<file path="config.mk">
export PLATFORM = sky130hd
export DESIGN_NAME = transfer_script_recognizer_core
export DESIGN_NICKNAME = d
export VERILOG_FILES = /design/src/rtl/core/trs_pkg.sv /design/src/rtl/core/transfer_script_recognizer_core.sv /design/src/rtl/core/trs_front.sv /design/src/rtl/core/trs_fifo.sv /design/src/rtl/core/trs_back.sv
export VERILOG_INCLUDE_DIRS = /design/src /design/src/rtl/core
export SDC_FILE = /design/constraint.sdc
export NUM_CORES = 1
export LEC_CHECK = 0
export ABC_AREA = 0
export BUFFER_PORTS_ARGS = -buffer_cell sky130_fd_sc_hd__buf_4
export CAP_MARGIN = 20
export CORE_MARGIN = 4
export CORE_UTILIZATION = 30
export CTS_CLUSTER_DIAMETER = 30
export DETAILED_ROUTE_END_ITERATION = 8
export GPL_ROUTABILITY_DRIVEN = 0
export PLACE_DENSITY_LB_ADDON = 0.08
export SYNTH_ARGS = -nofsm -noshare
export SYNTH_HDL_FRONTEND = slang
export SYNTH_SLANG_ARGS = --single-unit
</file>
<file path="constraint.sdc">
create_clock -name clk_i -period 14.1 [get_ports clk_i]
set_clock_uncertainty 0.15 [all_clocks]
set_input_delay 4.23 -clock clk_i [delete_from_list [all_inputs] [get_ports clk_i]]
set_output_delay 4.23 -clock clk_i [all_outputs]
set_load 0.02 [all_outputs]
</file>
<file path="src/rtl/core/transfer_script_recognizer_core_assert.svh">
// Assertion macros shared by the core's modules.
// Each expects clk_i and rst_ni in the scope where it is used.
`ifndef TRANSFER_SCRIPT_RECOGNIZER_CORE_ASSERT_SVH
`define TRANSFER_SCRIPT_RECOGNIZER_CORE_ASSERT_SVH
`ifndef SYNTH
// prop must hold at every edge out of reset
`define TSR_ASSERT(lbl, prop, msg) \
  lbl: assert property (@(posedge clk_i) disable iff (!rst_ni) (prop)) else $error(msg);
// cond must never be true out of reset
`define TSR_NEVER(lbl, cond, msg) \
  lbl: assert property (@(posedge clk_i) disable iff (!rst_ni) !(cond)) else $error(msg);
`else
`define TSR_ASSERT(lbl, prop, msg)
`define TSR_NEVER(lbl, cond, msg)
`endif
`endif

</file>
<file path="src/rtl/core/trs_pkg.sv">
package trs_pkg;

  localparam int unsigned HashBytes  = 20;
  localparam int unsigned SeqLen     = 15;
  localparam int unsigned CallLen    = 5;
  localparam int unsigned QueueDepth = 2;
  localparam int unsigned QPtrW      = $clog2(QueueDepth);
  localparam int unsigned QCntW      = $clog2(QueueDepth + 1);
  localparam int unsigned IdxW       = 5;
  localparam int unsigned InDataW    = 8;
  localparam int unsigned OutDataW   = 80;

  localparam logic [7:0] OpNull    = 8'h0B;
  localparam logic [7:0] OpPushMin = 8'h10;
  localparam logic [7:0] OpPushMax = 8'h20;
  localparam logic [7:0] OpIntMax  = 8'h03;
  localparam logic [7:0] OpTag     = 8'h0C;
  localparam logic [7:0] OpLen20   = 8'h14;

  localparam logic [7:0] MidSeq [SeqLen] = '{
    8'h14, 8'hC0, 8'h1F, 8'h0C, 8'h08, 8'h74, 8'h72, 8'h61,
    8'h6e, 8'h73, 8'h66, 8'h65, 8'h72, 8'h0C, 8'h14};

  localparam logic [7:0] CallSeq [CallLen] = '{8'h41, 8'h62, 8'h7d, 8'h5b, 8'h52};

  localparam logic [7:0] MainHash [HashBytes] = '{
    8'hf5, 8'h63, 8'hea, 8'h40, 8'hbc, 8'h28, 8'h3d, 8'h4d, 8'h0e, 8'h05,
    8'hc4, 8'h8e, 8'ha3, 8'h05, 8'hb3, 8'hf2, 8'ha0, 8'h73, 8'h40, 8'hef};

  localparam logic [7:0] AltHash [HashBytes] = '{
    8'hcf, 8'h76, 8'he2, 8'h8b, 8'hd0, 8'h06, 8'h2c, 8'h4a, 8'h47, 8'h8e,
    8'he3, 8'h55, 8'h61, 8'h01, 8'h13, 8'h19, 8'hf3, 8'hcf, 8'ha4, 8'hd2};

  // One finished script, as handed from the parser to the result sequencer
  typedef struct packed {
    logic                          ok;
    logic                          main;
    logic [63:0]                   amount;
    logic [HashBytes-1:0][7:0]     dest;
  } rec_t;

  typedef struct packed {
    logic push;
    rec_t rec;
  } push_t;

  typedef struct packed {
    logic valid;
    rec_t rec;
  } head_t;

endpackage

</file>
<file path="src/rtl/core/transfer_script_recognizer_core.sv">
// Transfer script recognizer.
// Input stream (s_axis_*): one script byte per transfer in tdata, tlast on the
// final byte of a script. A byte is taken every cycle while tready is high.
// Output stream (m_axis_*): for every script a burst of 20 transfers, each
// carrying the verdict, the main-asset flag, the signed amount and one byte of
// the destination hash with its index; tlast marks the 20th transfer.
// With the burst sequencer idle, a finished script's result is written to the queue
// as its last byte is accepted and then loaded into the sequencer's output registers.
// A burst moves one transfer per cycle while the receiver holds tready high, and
// bursts of queued scripts follow each other without a gap.
// Throughput on the input: one byte per cycle. The byte parser and the burst
// sequencer are joined by a two-entry result queue; tready drops only while
// that queue holds two finished scripts, which happens when scripts shorter
// than a burst arrive or when the receiver stalls the output.
// Reset puts the parser at the start of a script, empties the queue and
// drops the output valid. A stalled receiver holds the current transfer.
module transfer_script_recognizer_core (
  input  logic                            clk_i,
  input  logic                            rst_ni,
  input  logic                            s_axis_tvalid,
  output logic                            s_axis_tready,
  input  logic [trs_pkg::InDataW-1:0]     s_axis_tdata,   // [7:0] script_byte
  input  logic                            s_axis_tlast,
  output logic                            m_axis_tvalid,
  input  logic                            m_axis_tready,
  // [0] recognized, [1] is_main_asset, [65:2] amount, [73:66] dest_byte,
  // [78:74] dest_index, [79] zero
  output logic [trs_pkg::OutDataW-1:0]    m_axis_tdata,
  output logic                            m_axis_tlast
);

  trs_pkg::push_t q_push;
  trs_pkg::head_t q_head;
  logic           q_full;
  logic           q_pop;

  trs_front u_front (
    .clk_i         (clk_i),
    .rst_ni        (rst_ni),
    .s_axis_tvalid (s_axis_tvalid),
    .s_axis_tready (s_axis_tready),
    .s_axis_tdata  (s_axis_tdata),
    .s_axis_tlast  (s_axis_tlast),
    .q_full_i      (q_full),
    .q_push_o      (q_push)
  );

  trs_fifo u_fifo (
    .clk_i  (clk_i),
    .rst_ni (rst_ni),
    .push_i (q_push),
    .full_o (q_full),
    .head_o (q_head),
    .pop_i  (q_pop)
  );

  trs_back u_back (
    .clk_i         (clk_i),
    .rst_ni        (rst_ni),
    .head_i        (q_head),
    .pop_o         (q_pop),
    .m_axis_tvalid (m_axis_tvalid),
    .m_axis_tready (m_axis_tready),
    .m_axis_tdata  (m_axis_tdata),
    .m_axis_tlast  (m_axis_tlast)
  );

endmodule

</file>
<file path="src/rtl/core/trs_front.sv">
module trs_front (
  input  logic                          clk_i,
  input  logic                          rst_ni,
  input  logic                          s_axis_tvalid,
  output logic                          s_axis_tready,
  input  logic [trs_pkg::InDataW-1:0]   s_axis_tdata,
  input  logic                          s_axis_tlast,
  input  logic                          q_full_i,
  output trs_pkg::push_t                q_push_o
);

  typedef enum logic [3:0] {
    PhNull, PhAmtOp, PhAmt, PhDtag0, PhDtag1, PhDhash, PhStag0, PhStag1,
    PhShash, PhSeq, PhContract, PhCall, PhDone, PhFail
  } phase_e;

  localparam logic [4:0] HashLast = 5'(trs_pkg::HashBytes - 1);
  localparam logic [4:0] SeqLast  = 5'(trs_pkg::SeqLen - 1);
  localparam logic [4:0] CallLast = 5'(trs_pkg::CallLen - 1);

  phase_e                               phase_q, phase_d;
  logic [4:0]                           cnt_q, cnt_d;
  logic [63:0]                          acc_q, acc_d;
  logic [1:0]                           len_q, len_d;
  logic                                 done_q, done_d;
  logic                                 main_q, main_d;
  logic                                 alt_q, alt_d;
  logic [trs_pkg::HashBytes-1:0][7:0]   dest_q, dest_d;
  logic [7:0]                           b;
  logic [2:0]                           amt_last;
  logic                                 accept;

  assign b             = s_axis_tdata;
  assign s_axis_tready = !q_full_i;
  assign accept        = s_axis_tvalid && s_axis_tready;

  always_comb begin
    unique case (len_q)
      2'd0: amt_last = 3'd0;
      2'd1: amt_last = 3'd1;
      2'd2: amt_last = 3'd3;
      2'd3: amt_last = 3'd7;
      default: amt_last = 3'd0;
    endcase
  end

  always_comb begin
    phase_d = phase_q;
    cnt_d   = cnt_q;
    acc_d   = acc_q;
    len_d   = len_q;
    done_d  = done_q;
    main_d  = main_q;
    alt_d   = alt_q;
    dest_d  = dest_q;
    q_push_o = '0;

    if (accept) begin
      unique case (phase_q)
        PhNull: phase_d = (b == trs_pkg::OpNull) ? PhAmtOp : PhFail;
        PhAmtOp: begin
          if (b >= trs_pkg::OpPushMin && b <= trs_pkg::OpPushMax) begin
            acc_d   = 64'(b - trs_pkg::OpPushMin);
            phase_d = PhDtag0;
          end else if (b <= trs_pkg::OpIntMax) begin
            len_d   = b[1:0];
            acc_d   = '0;
            cnt_d   = '0;
            phase_d = PhAmt;
          end else begin
            phase_d = PhFail;
          end
        end
        PhAmt: begin
          // place byte in its lane; on the final byte fill the upper lanes with its sign
          for (int j = 0; j < 8; j++) begin
            if (3'(j) == cnt_q[2:0]) begin
              acc_d[j*8 +: 8] = b;
            end else if (3'(j) > cnt_q[2:0] && cnt_q[2:0] == amt_last) begin
              acc_d[j*8 +: 8] = {8{b[7]}};
            end
          end
          if (cnt_q[2:0] == amt_last) begin
            cnt_d   = '0;
            phase_d = PhDtag0;
          end else begin
            cnt_d = cnt_q + 5'd1;
          end
        end
        PhDtag0: phase_d = (b == trs_pkg::OpTag) ? PhDtag1 : PhFail;
        PhDtag1: begin
          phase_d = (b == trs_pkg::OpLen20) ? PhDhash : PhFail;
          cnt_d   = '0;
        end
        PhDhash: begin
          dest_d[cnt_q] = b;
          if (cnt_q == HashLast) begin
            done_d  = 1'b1;
            cnt_d   = '0;
            phase_d = PhStag0;
          end else begin
            cnt_d = cnt_q + 5'd1;
          end
        end
        PhStag0: phase_d = (b == trs_pkg::OpTag) ? PhStag1 : PhFail;
        PhStag1: begin
          phase_d = (b == trs_pkg::OpLen20) ? PhShash : PhFail;
          cnt_d   = '0;
        end
        PhShash: begin
          if (cnt_q == HashLast) begin
            cnt_d   = '0;
            phase_d = PhSeq;
          end else begin
            cnt_d = cnt_q + 5'd1;
          end
        end
        PhSeq: begin
          if (b != trs_pkg::MidSeq[cnt_q[3:0]]) begin
            phase_d = PhFail;
          end else if (cnt_q == SeqLast) begin
            cnt_d   = '0;
            main_d  = 1'b1;
            alt_d   = 1'b1;
            phase_d = PhContract;
          end else begin
            cnt_d = cnt_q + 5'd1;
          end
        end
        PhContract: begin
          main_d = main_q && (b == trs_pkg::MainHash[cnt_q]);
          alt_d  = alt_q && (b == trs_pkg::AltHash[cnt_q]);
          if (cnt_q == HashLast) begin
            cnt_d   = '0;
            phase_d = (main_d || alt_d) ? PhCall : PhFail;
          end else begin
            cnt_d = cnt_q + 5'd1;
          end
        end
        PhCall: begin
          if (b != trs_pkg::CallSeq[cnt_q[2:0]]) begin
            phase_d = PhFail;
          end else if (cnt_q == CallLast) begin
            cnt_d   = '0;
            phase_d = PhDone;
          end else begin
            cnt_d = cnt_q + 5'd1;
          end
        end
        default: phase_d = PhFail;
      endcase

      if (s_axis_tlast) begin
        q_push_o.push       = 1'b1;
        q_push_o.rec.ok     = (phase_d == PhDone);
        q_push_o.rec.main   = (phase_d == PhDone) && main_d;
        q_push_o.rec.amount = (phase_d == PhDone) ? acc_d : '0;
        q_push_o.rec.dest   = done_d ? dest_d : '0;
        // back to the start of a script; the hash store is gated by done_d
        phase_d = PhNull;
        cnt_d   = '0;
        acc_d   = '0;
        len_d   = '0;
        done_d  = 1'b0;
        main_d  = 1'b1;
        alt_d   = 1'b1;
      end
    end
  end

  always_ff @(posedge clk_i or negedge rst_ni) begin
    if (!rst_ni) begin
      phase_q <= PhNull;
      cnt_q   <= '0;
      acc_q   <= '0;
      len_q   <= '0;
      done_q  <= 1'b0;
      main_q  <= 1'b1;
      alt_q   <= 1'b1;
    end else begin
      phase_q <= phase_d;
      cnt_q   <= cnt_d;
      acc_q   <= acc_d;
      len_q   <= len_d;
      done_q  <= done_d;
      main_q  <= main_d;
      alt_q   <= alt_d;
    end
  end

  always_ff @(posedge clk_i) begin
    dest_q <= dest_d;
  end

endmodule

</file>
<file path="src/rtl/core/trs_fifo.sv">
`include "transfer_script_recognizer_core_assert.svh"

module trs_fifo (
  input  logic            clk_i,
  input  logic            rst_ni,
  input  trs_pkg::push_t  push_i,
  output logic            full_o,
  output trs_pkg::head_t  head_o,
  input  logic            pop_i
);

  localparam logic [trs_pkg::QCntW-1:0] Depth   = trs_pkg::QCntW'(trs_pkg::QueueDepth);
  localparam logic [trs_pkg::QPtrW-1:0] PtrLast = trs_pkg::QPtrW'(trs_pkg::QueueDepth - 1);

  trs_pkg::rec_t                mem_q [trs_pkg::QueueDepth];
  logic [trs_pkg::QPtrW-1:0]    wr_ptr_q, rd_ptr_q;
  logic [trs_pkg::QCntW-1:0]    cnt_q;
  logic                         do_push, do_pop;

  assign full_o       = (cnt_q == Depth);
  assign head_o.valid = (cnt_q != '0);
  assign head_o.rec   = mem_q[rd_ptr_q];
  assign do_push      = push_i.push && !full_o;
  assign do_pop       = pop_i && head_o.valid;

  always_ff @(posedge clk_i or negedge rst_ni) begin
    if (!rst_ni) begin
      wr_ptr_q <= '0;
      rd_ptr_q <= '0;
      cnt_q    <= '0;
    end else begin
      if (do_push) begin
        wr_ptr_q <= (wr_ptr_q == PtrLast) ? '0 : wr_ptr_q + 1'b1;
      end
      if (do_pop) begin
        rd_ptr_q <= (rd_ptr_q == PtrLast) ? '0 : rd_ptr_q + 1'b1;
      end
      unique case ({do_push, do_pop})
        2'b10:   cnt_q <= cnt_q + 1'b1;
        2'b01:   cnt_q <= cnt_q - 1'b1;
        default: cnt_q <= cnt_q;
      endcase
    end
  end

  always_ff @(posedge clk_i) begin
    if (do_push) begin
      mem_q[wr_ptr_q] <= push_i.rec;
    end
  end

  `TSR_NEVER(a_push_full, push_i.push && full_o, "script result pushed into a full queue")
  `TSR_NEVER(a_pop_empty, pop_i && !head_o.valid, "pop from an empty queue")
  `TSR_ASSERT(a_cnt_range, cnt_q <= Depth, "queue fill count out of range")

endmodule

</file>
<file path="src/rtl/core/trs_back.sv">
`include "transfer_script_recognizer_core_assert.svh"

module trs_back (
  input  logic                           clk_i,
  input  logic                           rst_ni,
  input  trs_pkg::head_t                 head_i,
  output logic                           pop_o,
  output logic                           m_axis_tvalid,
  input  logic                           m_axis_tready,
  output logic [trs_pkg::OutDataW-1:0]   m_axis_tdata,
  output logic                           m_axis_tlast
);

  localparam logic [trs_pkg::IdxW-1:0] IdxLast = trs_pkg::IdxW'(trs_pkg::HashBytes - 1);

  logic                         active_q;
  logic [trs_pkg::IdxW-1:0]     idx_q;
  trs_pkg::rec_t                cur_q;
  logic                         xfer;
  logic                         load;

  assign xfer = active_q && m_axis_tready;
  // take the next script when idle or as the current burst's final transfer leaves
  assign load = head_i.valid && (!active_q || (xfer && idx_q == IdxLast));
  assign pop_o = load;

  assign m_axis_tvalid = active_q;
  assign m_axis_tlast  = (idx_q == IdxLast);
  assign m_axis_tdata  = {1'b0, idx_q, cur_q.dest[idx_q], cur_q.amount, cur_q.main, cur_q.ok};

  always_ff @(posedge clk_i or negedge rst_ni) begin
    if (!rst_ni) begin
      active_q <= 1'b0;
      idx_q    <= '0;
    end else if (load) begin
      active_q <= 1'b1;
      idx_q    <= '0;
    end else if (xfer) begin
      if (idx_q == IdxLast) begin
        active_q <= 1'b0;
        idx_q    <= '0;
      end else begin
        idx_q <= idx_q + 1'b1;
      end
    end
  end

  always_ff @(posedge clk_i) begin
    if (load) begin
      cur_q <= head_i.rec;
    end
  end

  `TSR_ASSERT(a_idx_range, idx_q <= IdxLast, "burst index past the last hash byte")
  `TSR_ASSERT(a_idx_step, (xfer && idx_q != IdxLast) |=> (idx_q == $past(idx_q) + 5'd1), "burst index skipped")
  `TSR_ASSERT(a_burst_end, (xfer && idx_q == IdxLast && !head_i.valid) |=> !active_q, "burst did not end")

endmodule

</file>
==> impl_summary.md <==
Die
The I/O pin total is 96. Once the floorplan was initialized, standard cells occupied roughly 30% of the core. The die width is 374 um. The area of the core region is 132000 um2. The floorplan step defined a die boundary enclosing approximately 140000 um2.

Row generation in the floorplan step produced 133 rows. The height of the die is 374 um.

Power and ir drop
The combinational share of power is between 10% and 20%. The areal power density over the cells is around 220 nW/um2. The total leakage power is between 15 and 20 nW.

For this design the total switching power over the nets is approximately 3 mW. The internal power of the cells totals 8.23 mW. The switching share of total power is roughly a quarter. Of the total power, registers draw roughly 33%. Of the total power, the clock network draws 50.4%. The worst voltage drop across the vdd grid is 0.000163 V.

Timing
The final hold violation count is 0. For the pin with the worst max-slew slack, the measured transition is around 1 ns. Based on the critical path, the design can be clocked at up to 118 MHz. The final setup violation count is 0. The post-route setup TNS is 0 ns.

The final worst-path cycle share is 60.2%. The worst pin sits at a relative slew slack of 34.3%. The time the final worst path needs with I/O delays and setup is around 8.5 ns. Setup repair after global routing left no endpoint under its margin. The max-slew violation count is 0.

Clock tree
Post-CTS repair changed the size of 0 cells. The clock tree synthesis step divided the H-tree into 4 levels. The clock transition at the register clock pins on the worst setup and hold paths after CTS is 0.04 ns.

The clock tree root buffer cell is clkbuf_16. The CTS tree is yes. The largest buffer count on any clock path is 3. In this run, post-CTS hold repair placed 0 buffers.

The number of buffers added by the clock tree synthesis step is 233. The clock net in this run drives a total of 926 sinks. The later-pin clock latency in the skew report is 0.79 ns. After clock tree synthesis, the setup repair step added 0 buffers.

Route
The count of nets left with antenna violations once routing finished came out at 0. The length of the first detailed-routing pass in iterations is 5. Detailed routing inserted a total of roughly 24k vias.

The detailed-route wire length per cell is about 23 um. After detailed routing, the total wire length is ~110000 um. Dividing the detail-routed via count by the number of cells gives about 4.9. For this run, design rule violations remaining after detail routing come to 0. The detailed router's first-iteration violation count is between 1.5k and 2k.

Status
The flow ran to the end, and the final reports show no timing, DRC or antenna violations.

Setup path
In this run the worst path has a maximum fanout of 23. STA classifies the critical path startpoint as a flip-flop. The required time of the critical path is slightly below 10 ns.

STA classifies the critical path endpoint as an output port. The signal arrival time at the worst endpoint is approximately 4.1 ns. The category of the most critical setup path is reg -> out.

Logic synthesis
Of the total synthesized cell area, the portion taken by XOR and XNOR cells is 0.611%. Measured against the total synthesized area, the mux share comes to ~12%. Of the post-synthesis cell area, the dominant cell type holds between 60 and 70%. The Yosys step of the flow raised 0 warnings. The number of flops mapped to enable cells by yosys is between 800 and 900. Synthesis produced a netlist whose cell count is roughly 2.8k. The average instance in the mapped netlist occupies 14.5 um2.

By area the synthesized netlist is led by edfxtp_1 63%, mux2_2 9.1%, dfrtp_1 5.4%. The post-synthesis share of cell area spent on and, or, nand and nor gates is 8.08%. For this run, the leading register cell type out of synthesis is edfxtp_1. After synthesis, the share of flip-flops with an asynchronous set or reset is 9.50%. The main combinational cell family by area after synthesis is multiplexers. The register bit total from synthesis is 926. The proportion of synthesized chip area in sequential cells is 68.2%. Summing every instance area after synthesis gives 40200 um2. The number of distinct library cells after synthesis is 83. The total nets after synthesis is ~2.8k. The fraction of the mapped netlist area in compound gates is around 6.9%. The adder-cell area share of the yosys netlist is 0.654%. edfxtp_1 takes more of the synthesized area than any other cell.

Placed design
The final HPWL from detailed placement is 61800 um. Buffers placed on the I/O ports in this run total 94. The number of placed instances, taps included, is ~4.4k. The area after detailed placement is ~42000 um2.

Run
The tool flagged a number of max-cap violations equal to 0.

Final layout
The proportion of layout cells with a drive suffix above 1 is 29.4%. The number of nets in the layout is 2921. The filler cells instantiated in the layout total between 10k and 15k.

The synthesis-to-layout area growth is 26.2%. The number of standard cells in the layout, taps in and fillers out is approximately 4.9k. Once layout is done, the placed cells without fillers occupy ~51000 um2.

Global route
Entering global routing, the biggest net connects roughly 130 pins. The initial antenna violation count is 2. The global-route wire length before repair is ~160000 um. Global routing used 15.7% of the available tracks across all layers. The number of global-route vias before repair is roughly 25k. The aggregate global routing overflow is 0.

Min path
The min-delay analysis places its worst path in the category reg -> reg.
-- metrics by stage --
step / utilization [%] / hold slack [ns] / total power, mW / worst slack [ns]
2_1_floorplan: - / 0.295 / 5.02 / 2.38
3_3_place_gp: 31.9 / 0.313 / 5.62 / 5.73
3_5_place_dp: 31.9 / 0.323 / 5.64 / 5.57
4_1_cts: 38.3 / 0.334 / 11.4 / 5.45
5_1_grt: 38.3 / 0.355 / 11.7 / 5.37
6_report: 38.3 / 0.330 / 11.2 / 5.62
-- cell usage in the layout, fill, tap and decap left out, types with 27 or more instances in the layout --
master,instances
nor2b_1,173
dfrtp_1,82
nand2_1,199
buf_4,126
bufinv_16,51
clkinv_2,46
nand2b_1,27
o21ai_0,260
a21oi_1,60
nor2_1,170
clkinv_1,37
clkbuf_16,236
mux2_2,326
clkbuf_1,31
edfxtp_1,838
mux4_2,49
-- final cells by class --
type | count | area [um2] | share of cell area (%)
Inverter | 27 | 109 | 0.215
Multi-Input combinational cell | 1569 | 11500 | 22.6
Timing Repair Buffer | 130 | 1030 | 2.03
Clock buffer | 273 | 6100 | 12.1
Sequential cell | 926 | 27400 | 54.1
Tap cell | 1755 | 2200 | 4.34
Antenna cell | 1 | 2.50 | 0.00494
Clock inverter | 172 | 2370 | 4.68
-- synthesized netlist by cell type, types with 10 or more instances --
cell type  count
inv_1         27
a22oi_1       16
nand3_1       23
xnor2_1       17
o21ai_1       16
mux4_2        49
o21ai_0      260
mux2i_1       12
nor2_1       172
o22ai_1       13
dfrtp_1       86
edfxtp_1     838
nor2b_1      173
nor3_1        18
clkbuf_1     142
buf_2         20
buf_4         72
a21oi_1       60
a221oi_1      11
xor2_1        11
a211oi_1      13
buf_1         10
nand2_1      200
nand2b_1      27
mux2_2       326
ha_1          21
-- flip-flops by register name, indices dropped and copies added (netlist names) --
signal	cells
u_back.m_axis_tdata	66
u_back.idx_q	5
u_front.phase_q	4
u_back.m_axis_tvalid	1
u_front.done_q	1
u_fifo.mem_q	452
u_front.main_q	1
u_fifo.wr_ptr_q	1
u_fifo.rd_ptr_q	1
u_back.cur_q	160
u_front.dest_q	160
u_front.len_q	2
u_fifo.cnt_q	2
u_front.acc_q	64
u_front.alt_q	1
u_front.cnt_q	5
-- cells by family after synthesis --
logic type,count (synthesis)
flip-flops,926
XOR/XNOR,28
adder cells (fa/ha/maj),21
AO/OA/AOI/OAI,464
multiplexers,388
other,1
AND/OR/NAND/NOR,667
buffers and inverters,275
-- final timing paths --
| kind | from | endpoint | slack, ns | cells after the start |
|---|---|---|---|---|
| worst min-delay path | u_front.acc_q[29] | u_front.acc_q[29] | 0.33 | 2 |
| worst max register to register | u_fifo.cnt_q[0] | u_fifo.mem_q[0][121] | 8.85 | 8 |
| max in group asynchronous | rst_ni | u_back.idx_q[0] | 9.16 | 2 |
| worst max-delay path | u_back.idx_q[0] | m_axis_tdata[66] | 5.62 | 6 |
| min in group asynchronous | rst_ni | u_front.acc_q[21] | 3.34 | 1 |
| worst min register to register | u_front.acc_q[29] | u_front.acc_q[29] | 0.33 | 2 |
-- worst max-delay path: stages (launching register included) --
cell and delay (ns):
dfrtp_4 0.81, buf_4 0.68, mux4_2 0.71, mux4_2 0.51, inv_1 0.17, o21ai_0 0.17
buf_4 0.21
-- layer usage --
layer  track usage, %  share of wire (%)  wire [um]  up-vias
li1                 -                  -          -    10656
met1             21.2                 46      51500    12165
met2             25.1                 47      52300      644
met3             3.35                4.4       4900      169
met4             5.07                2.0       2210        0
met5                0                  0          0        -
-- power groups by stage --
stage                     sequential (mW)  clock [mW]  combinational [mW]
final                                3.72        5.65                1.84
after global routing                 3.76        5.93                2.01
after CTS                            3.73        5.76                1.88
after detailed placement             3.77           0                1.87
after floorplan                      3.71           0                1.31
after global placement               3.76           0                1.86
Power figures use the tool's default switching activity.
